==> src/hdl/ils_pkg.sv <==
package ils_pkg;

  // Field widths of the request and response channels
  localparam int ACTION_W = 3;
  localparam int INDEX_W  = 7;
  localparam int VALUE_W  = 32;
  localparam int STATUS_W = 2;
  localparam int COUNT_W  = 7;

  // Action codes
  localparam logic [ACTION_W-1:0] ACT_GET    = 3'd0;
  localparam logic [ACTION_W-1:0] ACT_SET    = 3'd1;
  localparam logic [ACTION_W-1:0] ACT_APPEND = 3'd2;
  localparam logic [ACTION_W-1:0] ACT_INSERT = 3'd3;
  localparam logic [ACTION_W-1:0] ACT_REMOVE = 3'd4;

  // Status codes
  localparam logic [STATUS_W-1:0] ST_OK    = 2'd0;
  localparam logic [STATUS_W-1:0] ST_RANGE = 2'd1;
  localparam logic [STATUS_W-1:0] ST_FULL  = 2'd2;

  typedef struct packed {
    logic [ACTION_W-1:0] action;
    logic [INDEX_W-1:0]  index;
    logic [VALUE_W-1:0]  value;
  } req_t;

  typedef struct packed {
    logic [STATUS_W-1:0] status;
    logic [VALUE_W-1:0]  data_out;
    logic [COUNT_W-1:0]  count;
    logic                is_full;
    logic                is_empty;
  } rsp_t;

endpackage

==> src/hdl/ils_chan_if.sv <==
interface ils_chan_if #(
  parameter type T = logic
) ();

  logic valid;
  logic ready;
  T     payload;

  modport source (output valid, output payload, input ready);
  modport sink (input valid, input payload, output ready);

endinterface

==> src/hdl/ils_ram.sv <==
module ils_ram #(
  parameter int WIDTH = 32,
  parameter int DEPTH = 64
) (
  input  logic                     clk,
  input  logic                     we,
  input  logic [$clog2(DEPTH)-1:0] waddr,
  input  logic [WIDTH-1:0]         wdata,
  input  logic [$clog2(DEPTH)-1:0] raddr,
  output logic [WIDTH-1:0]         rdata
);

  logic [WIDTH-1:0] mem [DEPTH];

  always_ff @(posedge clk) begin
    if (we) begin
      mem[waddr] <= wdata;
    end
    rdata <= mem[raddr];
  end

endmodule

==> src/hdl/ils_step.sv <==
// Shared address step: next source, destination of the word now read,
// and end-of-run detect for the word-by-word shift.
module ils_step #(
  parameter int AW = 6
) (
  input  logic [AW-1:0] p,
  input  logic [AW-1:0] stop,
  input  logic          down,
  output logic [AW-1:0] nxt,
  output logic [AW-1:0] dst,
  output logic          last
);

  logic [AW-1:0] p_inc;
  logic [AW-1:0] p_dec;

  assign p_inc = p + AW'(1);
  assign p_dec = p - AW'(1);

  // Insert walks down and moves each word up; remove walks up and moves down
  assign nxt  = down ? p_dec : p_inc;
  assign dst  = down ? p_inc : p_dec;
  assign last = (p == stop);

endmodule

==> src/hdl/indexed_list_store.sv <==
// Ordered list of up to DEPTH words with a fill count. Each request on req
// does get, set, append, insert or remove and gives exactly one response on
// rsp with status, the word read (old word on set, removed word on remove,
// else zero), and the count and full/empty flags after the request. Bad
// indices give status 1, append or insert on a full store status 2, and
// neither changes anything; unknown actions change nothing and report ok.
// Words live in a simple dual-port RAM with registered read; insert and
// remove move the later words one per cycle through that RAM under a small
// sequencer. Get and set read and capture the word, append writes it, and a
// rejected or unknown request goes straight to the response; insert shifts
// the later words up and then writes the new one, remove reads the word out
// and then shifts the later words down. The block takes one request at a
// time and is ready again in the cycle after the response is registered; a
// response still waiting on rsp does not block the next request.
module indexed_list_store #(
  parameter int DEPTH      = 64,
  parameter int WORD_WIDTH = 32
) (
  input logic clk,
  input logic rst,
  ils_chan_if.sink   req,
  ils_chan_if.source rsp
);

  localparam int AW = $clog2(DEPTH);
  localparam int CW = $clog2(DEPTH + 1);
  localparam int IW = (ils_pkg::INDEX_W > CW) ? ils_pkg::INDEX_W : CW;
  localparam int KW = (WORD_WIDTH < ils_pkg::VALUE_W) ? WORD_WIDTH : ils_pkg::VALUE_W;

  // Sequencer states
  localparam logic [2:0] S_IDLE  = 3'd0;
  localparam logic [2:0] S_RD    = 3'd1;
  localparam logic [2:0] S_CAP   = 3'd2;
  localparam logic [2:0] S_SHIFT = 3'd3;
  localparam logic [2:0] S_DRAIN = 3'd4;
  localparam logic [2:0] S_WR    = 3'd5;
  localparam logic [2:0] S_DONE  = 3'd6;

  logic [2:0]                     state;
  logic [CW-1:0]                  count;
  logic [ils_pkg::ACTION_W-1:0]   act;
  logic [ils_pkg::STATUS_W-1:0]   st;
  logic [AW-1:0]                  idx;
  logic [WORD_WIDTH-1:0]          val;
  logic [ils_pkg::VALUE_W-1:0]    data;
  logic [AW-1:0]                  p;
  logic [AW-1:0]                  stop;
  logic [AW-1:0]                  wdst;
  logic                           pend;
  logic                           more;
  logic                           rsp_valid;
  ils_pkg::rsp_t                  rsp_pl;

  logic                           req_acc;
  logic [ils_pkg::STATUS_W-1:0]   req_st;
  logic [IW-1:0]                  idx_w;
  logic [IW-1:0]                  cnt_w;
  logic                           full;
  logic                           empty;

  logic                           ram_we;
  logic [AW-1:0]                  ram_waddr;
  logic [WORD_WIDTH-1:0]          ram_wdata;
  logic [AW-1:0]                  ram_raddr;
  logic [WORD_WIDTH-1:0]          ram_rdata;

  logic [AW-1:0]                  st_nxt;
  logic [AW-1:0]                  st_dst;
  logic                           st_last;

  // Handshake: take a request whenever the sequencer is idle
  assign req.ready = (state == S_IDLE);
  assign req_acc   = req.valid && req.ready;
  assign rsp.valid   = rsp_valid;
  assign rsp.payload = rsp_pl;

  assign full  = (count == CW'(DEPTH));
  assign empty = (count == '0);

  // Check the index against the count and the store against full
  always_comb begin
    idx_w  = IW'(req.payload.index);
    cnt_w  = IW'(count);
    req_st = ils_pkg::ST_OK;
    case (req.payload.action)
      ils_pkg::ACT_GET, ils_pkg::ACT_SET, ils_pkg::ACT_REMOVE: begin
        if (!(idx_w < cnt_w)) begin
          req_st = ils_pkg::ST_RANGE;
        end
      end
      ils_pkg::ACT_APPEND: begin
        if (full) begin
          req_st = ils_pkg::ST_FULL;
        end
      end
      ils_pkg::ACT_INSERT: begin
        // index check comes first, so a bad index wins over a full store
        if (idx_w > cnt_w) begin
          req_st = ils_pkg::ST_RANGE;
        end else if (full) begin
          req_st = ils_pkg::ST_FULL;
        end
      end
      default: begin
        req_st = ils_pkg::ST_OK;
      end
    endcase
  end

  ils_step #(
    .AW (AW)
  ) u_step (
    .p    (p),
    .stop (stop),
    .down (act == ils_pkg::ACT_INSERT),
    .nxt  (st_nxt),
    .dst  (st_dst),
    .last (st_last)
  );

  // RAM port steering: one read and one write a cycle at most
  always_comb begin
    ram_we    = 1'b0;
    ram_waddr = idx;
    ram_wdata = val;
    ram_raddr = p;
    case (state)
      S_RD: begin
        ram_raddr = idx;
      end
      S_CAP: begin
        // set: write the new word while the old one is captured
        ram_we = (act == ils_pkg::ACT_SET);
      end
      S_SHIFT: begin
        ram_we    = pend;
        ram_waddr = wdst;
        ram_wdata = ram_rdata;
      end
      S_DRAIN: begin
        ram_we    = 1'b1;
        ram_waddr = wdst;
        ram_wdata = ram_rdata;
      end
      S_WR: begin
        ram_we = 1'b1;
      end
      default: begin
        ram_we = 1'b0;
      end
    endcase
  end

  ils_ram #(
    .WIDTH (WORD_WIDTH),
    .DEPTH (DEPTH)
  ) u_ram (
    .clk   (clk),
    .we    (ram_we),
    .waddr (ram_waddr),
    .wdata (ram_wdata),
    .raddr (ram_raddr),
    .rdata (ram_rdata)
  );

  always_ff @(posedge clk) begin
    if (rst) begin
      state     <= S_IDLE;
      count     <= '0;
      pend      <= 1'b0;
      rsp_valid <= 1'b0;
    end else begin
      // drop the response once taken, unless a fresh one is loaded below
      if (rsp_valid && rsp.ready && state != S_DONE) begin
        rsp_valid <= 1'b0;
      end
      case (state)
        S_IDLE: begin
          if (req_acc) begin
            act  <= req.payload.action;
            st   <= req_st;
            // append writes at the end of the list; the rest use the index
            idx  <= (req.payload.action == ils_pkg::ACT_APPEND) ? AW'(count) :
                    AW'(req.payload.index);
            val  <= WORD_WIDTH'(req.payload.value[KW-1:0]);
            data <= '0;
            pend <= 1'b0;
            // only a remove looks at this: are there words above the hole
            more <= (idx_w < cnt_w - IW'(1));
            if (req_st != ils_pkg::ST_OK) begin
              state <= S_DONE;
            end else begin
              case (req.payload.action)
                ils_pkg::ACT_GET, ils_pkg::ACT_SET: begin
                  state <= S_RD;
                end
                ils_pkg::ACT_APPEND: begin
                  count <= count + CW'(1);
                  state <= S_WR;
                end
                ils_pkg::ACT_INSERT: begin
                  // walk down from the last word to the insert point
                  count <= count + CW'(1);
                  p     <= AW'(count - CW'(1));
                  stop  <= AW'(req.payload.index);
                  state <= (idx_w == cnt_w) ? S_WR : S_SHIFT;
                end
                ils_pkg::ACT_REMOVE: begin
                  // walk up from the word after the hole to the last word
                  count <= count - CW'(1);
                  p     <= AW'(req.payload.index) + AW'(1);
                  stop  <= AW'(count - CW'(1));
                  state <= S_RD;
                end
                default: begin
                  state <= S_DONE;
                end
              endcase
            end
          end
        end
        S_RD: begin
          state <= S_CAP;
        end
        S_CAP: begin
          data  <= ils_pkg::VALUE_W'(ram_rdata[KW-1:0]);
          state <= (act == ils_pkg::ACT_REMOVE && more) ? S_SHIFT : S_DONE;
        end
        S_SHIFT: begin
          // read one word a cycle; each word is written back from the registered RAM read
          pend <= 1'b1;
          wdst <= st_dst;
          p    <= st_nxt;
          if (st_last) begin
            state <= S_DRAIN;
          end
        end
        S_DRAIN: begin
          pend  <= 1'b0;
          state <= (act == ils_pkg::ACT_INSERT) ? S_WR : S_DONE;
        end
        S_WR: begin
          state <= S_DONE;
        end
        S_DONE: begin
          // hold until the output register is free
          if (!rsp_valid || rsp.ready) begin
            rsp_valid       <= 1'b1;
            rsp_pl.status   <= st;
            rsp_pl.data_out <= data;
            rsp_pl.count    <= ils_pkg::COUNT_W'(count);
            rsp_pl.is_full  <= full;
            rsp_pl.is_empty <= empty;
            state           <= S_IDLE;
          end
        end
        default: begin
          state <= S_IDLE;
        end
      endcase
    end
  end

  a_count_bound: assert property (@(posedge clk) disable iff (rst)
    count <= CW'(DEPTH))
    else $error("fill count beyond depth");

  a_shift_no_clash: assert property (@(posedge clk) disable iff (rst)
    (state == S_SHIFT && pend) |-> (wdst != p))
    else $error("shift writes the word it reads");

  a_append_count: assert property (@(posedge clk) disable iff (rst)
    (req_acc && req_st == ils_pkg::ST_OK && req.payload.action == ils_pkg::ACT_APPEND)
      |=> (count == $past(count) + CW'(1)))
    else $error("append did not advance the count");

  a_done_loads: assert property (@(posedge clk) disable iff (rst)
    (state == S_DONE && (!rsp_valid || rsp.ready)) |=> (rsp_valid && state == S_IDLE))
    else $error("finished request not presented");

endmodule

==> src/flat_wrapper.sv <==
// flat-port wrapper written by rule: the top's interface ports become plain ports
module indexed_list_store_flat import ils_pkg::*;
#(
  parameter int DEPTH      = 64,
  parameter int WORD_WIDTH = 32
)
  (clk, rst, req_valid, req_payload, req_ready, rsp_valid, rsp_payload, rsp_ready);
  ils_chan_if #(.T(req_t)) req_i ();
  ils_chan_if #(.T(rsp_t)) rsp_i ();
  input logic clk;
  input logic rst;
  input wire logic [$bits(req_i.valid)-1:0] req_valid;
  input wire logic [$bits(req_i.payload)-1:0] req_payload;
  output wire logic [$bits(req_i.ready)-1:0] req_ready;
  output wire logic [$bits(rsp_i.valid)-1:0] rsp_valid;
  output wire logic [$bits(rsp_i.payload)-1:0] rsp_payload;
  input wire logic [$bits(rsp_i.ready)-1:0] rsp_ready;
  assign req_i.valid = req_valid;
  assign req_i.payload = req_payload;
  assign req_ready = req_i.ready;
  assign rsp_valid = rsp_i.valid;
  assign rsp_payload = rsp_i.payload;
  assign rsp_i.ready = rsp_ready;
  indexed_list_store #(.DEPTH(DEPTH), .WORD_WIDTH(WORD_WIDTH)) u_core (.clk(clk), .rst(rst), .req(req_i), .rsp(rsp_i));
endmodule
==> config.mk <==
export PLATFORM = sky130hd
export DESIGN_NAME = indexed_list_store_flat
export DESIGN_NICKNAME = d
export VERILOG_FILES = /design/src/hdl/ils_pkg.sv /design/src/hdl/ils_chan_if.sv /design/src/hdl/ils_ram.sv /design/src/hdl/ils_step.sv /design/src/hdl/indexed_list_store.sv /design/src/flat_wrapper.sv
export SDC_FILE = /design/constraint.sdc
export NUM_CORES = 2
export LEC_CHECK = 0
export BUFFER_PORTS_ARGS = -buffer_cell sky130_fd_sc_hd__buf_2
export CAP_MARGIN = 20
export CORE_UTILIZATION = 25
export DETAILED_ROUTE_END_ITERATION = 10
export PLACE_DENSITY = 0.43
export REMOVE_ABC_BUFFERS = 1
export SYNTH_ARGS = -nofsm -noshare
export SYNTH_HDL_FRONTEND = slang
export SYNTH_SLANG_ARGS = --single-unit
==> constraint.sdc <==
create_clock -name clk -period 9.2 [get_ports clk]
set_input_delay 0.92 -clock clk [delete_from_list [all_inputs] [get_ports clk]]
set_output_delay 0.92 -clock clk [all_outputs]
set_load 0.03 [all_outputs]
==> run summary <==
### Worst setup path
* **internal reg-to-reg setup slack** 3580 ps
* **series of cell instances along the critical path** or3b_2 -> buf_4 -> mux2i_4 -> or2_2 -> a311oi_1 -> o32ai_1 -> nand3_1 -> or3_1
* **required time reported for the critical path endpoint** 9910 ps
* **number of cells on the worst reg-to-reg path** 8
* **data arrival time of the worst path** 6330 ps
* **maximum fanout along the worst path** 19
* **Slowest cell on crit path** sky130_fd_sc_hd__o32ai_1
* **Worst Setup Path Type** reg -> reg
* **endpoint class of the critical path** flop
* **Slowest Stage Delay on Critical Path** 970 ps
* **worst reg2reg endpoint** u_core.u_ram.rdata[26]
* **reg2reg start** u_core.state[2]
* **critical path startpoint category** flop

### Place
* **routability congestion estimate** 0.791
* **Setup Slack @ Placement** 3760 ps
* **placed wire-length estimate after detailed placement** 170000 microns
* **Port-buffer cells** 90

### Logic synthesis
* **Yosys cell types** 74
* **Mapped Avg Cell Area** 17.8 sq um
* **synth warn** 0
* **synthesized instance count** 4887
* **Post-synth EDFFs** 2185
* **proportion of register bits with asynchronous set or reset after synthesis** 0%
* **sequential-to-total area share from yosys stat** 76.5%
* **Synth Flop Type** sky130_fd_sc_hd__edfxtp_1
* **Syn Std Cell Area** 0.0869 sq mm
* **FF+latch count, synth** 2229

### Drt
* **via density per instance** 4.87
* **DRC violations left** 2
* **wire per inst** 30.5 microns
* **post-route ant nets** 0
* **detailed router's first-iteration violation count** 5767
* **routed wire length** 302000 microns
* **total number of vias** 48201
* **DRT Pass-1 Iters** 11

### Timing
* **worst slew margin relative to its limit** 9.54%
* **share of the cycle needed by the critical path after routing** 61.1%
* **Setup violations, final** 0
* **hold slack** 185 ps
* **RSZ-0062 raised after global routing** false
* **post-route setup TNS** 0 ps
* **Final Worst Setup Slack** 3580 ps
* **fin crit period** 5620 ps
* **Slew @ Worst Pin** 1360 ps
* **Final Hold Viols** 0
* **final clock skew** 83.5 ps
* **achievable frequency** 178 MHz
* **Pins Over Slew Limit** 0

### Floorplan
* **Ports** 91
* **Die ar.** 0.350 sq mm
* **height of the chip** 592 microns
* **DIE WIDTH** 592 microns
* **FP Rows** 216
* **initial core utilization** 25.1%
* **core box area** 0.346 sq mm

### Clocking
* **CTS clock-pin slew for the worst setup and hold paths** 60 ps
* **clock tree from TritonCTS** yes
* **clock latency on the worst-skew pair** 910 ps
* **maximum clock path buffer count** 4
* **cts bufs inserted** 232
* **Gates resized, CTS repair** 0
* **clock sink count** 2229
* **number of hold buffers added after cts** 0
* **# Post-CTS Setup Buffers** 0
* **H-tree depth reported by CTS** 4
* **Root Buffer** sky130_fd_sc_hd__clkbuf_16

### Power
* **power density over the cells** 292 mW/mm^2
* **worst vdd rail ir drop** 0.000186 V
* **post-layout total power** 29.6 mW
* **static leakage** 32.3 nW

### Global route
* **number of global-route vias before repair** 47214
* **antenna violations before repair** 26
* **gr usage total** 16.9%
* **largest net degree at the start of global routing** 117
* **wire length of the first global-routing pass** 410000 microns
* **aggregate global routing overflow** 0

### Finish
* **most frequent cells in the layout** sky130_fd_sc_hd__edfxtp_1 (2185), sky130_fd_sc_hd__nand2_1 (622), sky130_fd_sc_hd__mux2i_1 (292), sky130_fd_sc_hd__nand3_1 (278), sky130_fd_sc_hd__mux4_2 (250)
* **post-layout net count** 5182
* **area grow syn2layout** 16.6%
* **layout cell share with drive strength beyond 1** 18.9%
* **most common library cell in the layout ignoring fill and taps** sky130_fd_sc_hd__edfxtp_1

### Worst hold path
* **hold_sp** req_payload[18]
* **class of the tightest hold or removal check** in -> reg
* **endpoint of the worst hold path** u_core.val[18]
* **hold-critical path depth** 1

### Run
* **Maximum Capacitance Violations** 0

### Status
* **failing checks** DRC
* **outcome** finished with violations

## state kept, by name (all words and copies together), names as in the netlist, 2 cells and up
signal              cells
u_core.data            32
u_core.wdst             6
u_core.val             32
u_core.state            3
u_core.u_ram.rdata     32
u_core.rsp.payload     43
u_core.st               2
u_core.act              3
u_core.u_ram.mem     2048
u_core.p                6
u_core.stop             6
u_core.cnt_w            7
u_core.idx              6
## power by group
group	internal [mW]	leakage, nW	switching [mW]
clock network	5.22	3.58	4.04
logic	2.20	8.66	5.23
registers	12.6	20.0	0.242
## cells in the mapped netlist, drive strengths merged (16+ instances only)
library cell     n  area (sq um)
a2111oi         17           205
a211oi          36           275
a21oi           50           258
a221oi          31           272
a22oi          123           923
a311oi          26           228
a31oi           24           150
a32oi           36           315
and2            43           269
buf            177          1080
clkbuf          96           360
dfxtp           44           881
edfxtp        2185         65600
ha              21           263
inv             43           161
mux2            42           477
mux2i          295          2980
mux4           253          5710
nand2          622          2330
nand3          279          1400
nand4           48           300
nor2           127           479
nor3            31           185
o21ai           25           125
or3             16           100
xnor2           19           166
## cell type report
| class | count | area [sq um] |
|---|---|---|
| fillers | 34192 | 245000 |
| clock inverters | 123 | 1060 |
| inverters | 43 | 161 |
| diodes | 2 | 5.00 |
| multi-input cells | 2342 | 19500 |
| flip-flops and latches | 2229 | 66500 |
| clock buffers | 304 | 6260 |
| well taps | 4578 | 5730 |
| repair buffers | 267 | 2100 |
## worst max-delay path: cells and delay by family (launching register included)
kind,cells,cell delay [ps]
simple gates,4,2250
compound gates,2,1270
mux,1,730
flops,1,680
buf+inv,1,460
## logic make-up (layout without fill, tap and decap cells)
family | after synthesis | in the layout | share of synthesized area [%]
multiplexers | 590 | 590 | 10.5
buffers and inverters | 316 | 737 | 1.84
AND/OR/NAND/NOR | 1247 | 1247 | 6.49
adder cells (fa/ha/maj) | 21 | 21 | 0.302
flip-flops | 2229 | 2229 | 76.5
other | 0 | 2 | 0
AO/OA/AOI/OAI | 459 | 459 | 4.04
XOR/XNOR | 25 | 25 | 0.252
## layer usage
metal | track usage [%] | part of all wire, % | vias to the layer above
li1 | - | - | 19967
met1 | 24.1 | 45 | 26010
met2 | 26.9 | 46 | 1851
met3 | 2.58 | 6.7 | 373
met4 | 4.12 | 2.4 | 0
met5 | 0 | 0 | -
## how the worst max path moves through the flow
stage | startpoint | end | depth (start not counted)
final | u_core.state[2] | u_core.u_ram.rdata[26] | 8
after detailed placement | u_core.state[2] | u_core.u_ram.mem[33][13] | 6
after CTS | u_core.state[2] | u_core.u_ram.rdata[26] | 8
after global placement | u_core.state[2] | u_core.u_ram.rdata[26] | 8
after floorplan | u_core.p[0] | u_core.u_ram.rdata[4] | 6
after global routing | u_core.state[2] | u_core.u_ram.rdata[26] | 8
## through the flow
stage	cell area, sq um	util (%)	instances
floorplan	85500	-	4614
global placement	93700	27.1	9442
detailed placement	93900	27.1	9452
CTS	101000	29.3	9879
global route	101000	29.3	9887
finish	101000	29.3	9888
Note: power is estimated with default switching activity, not from simulation.
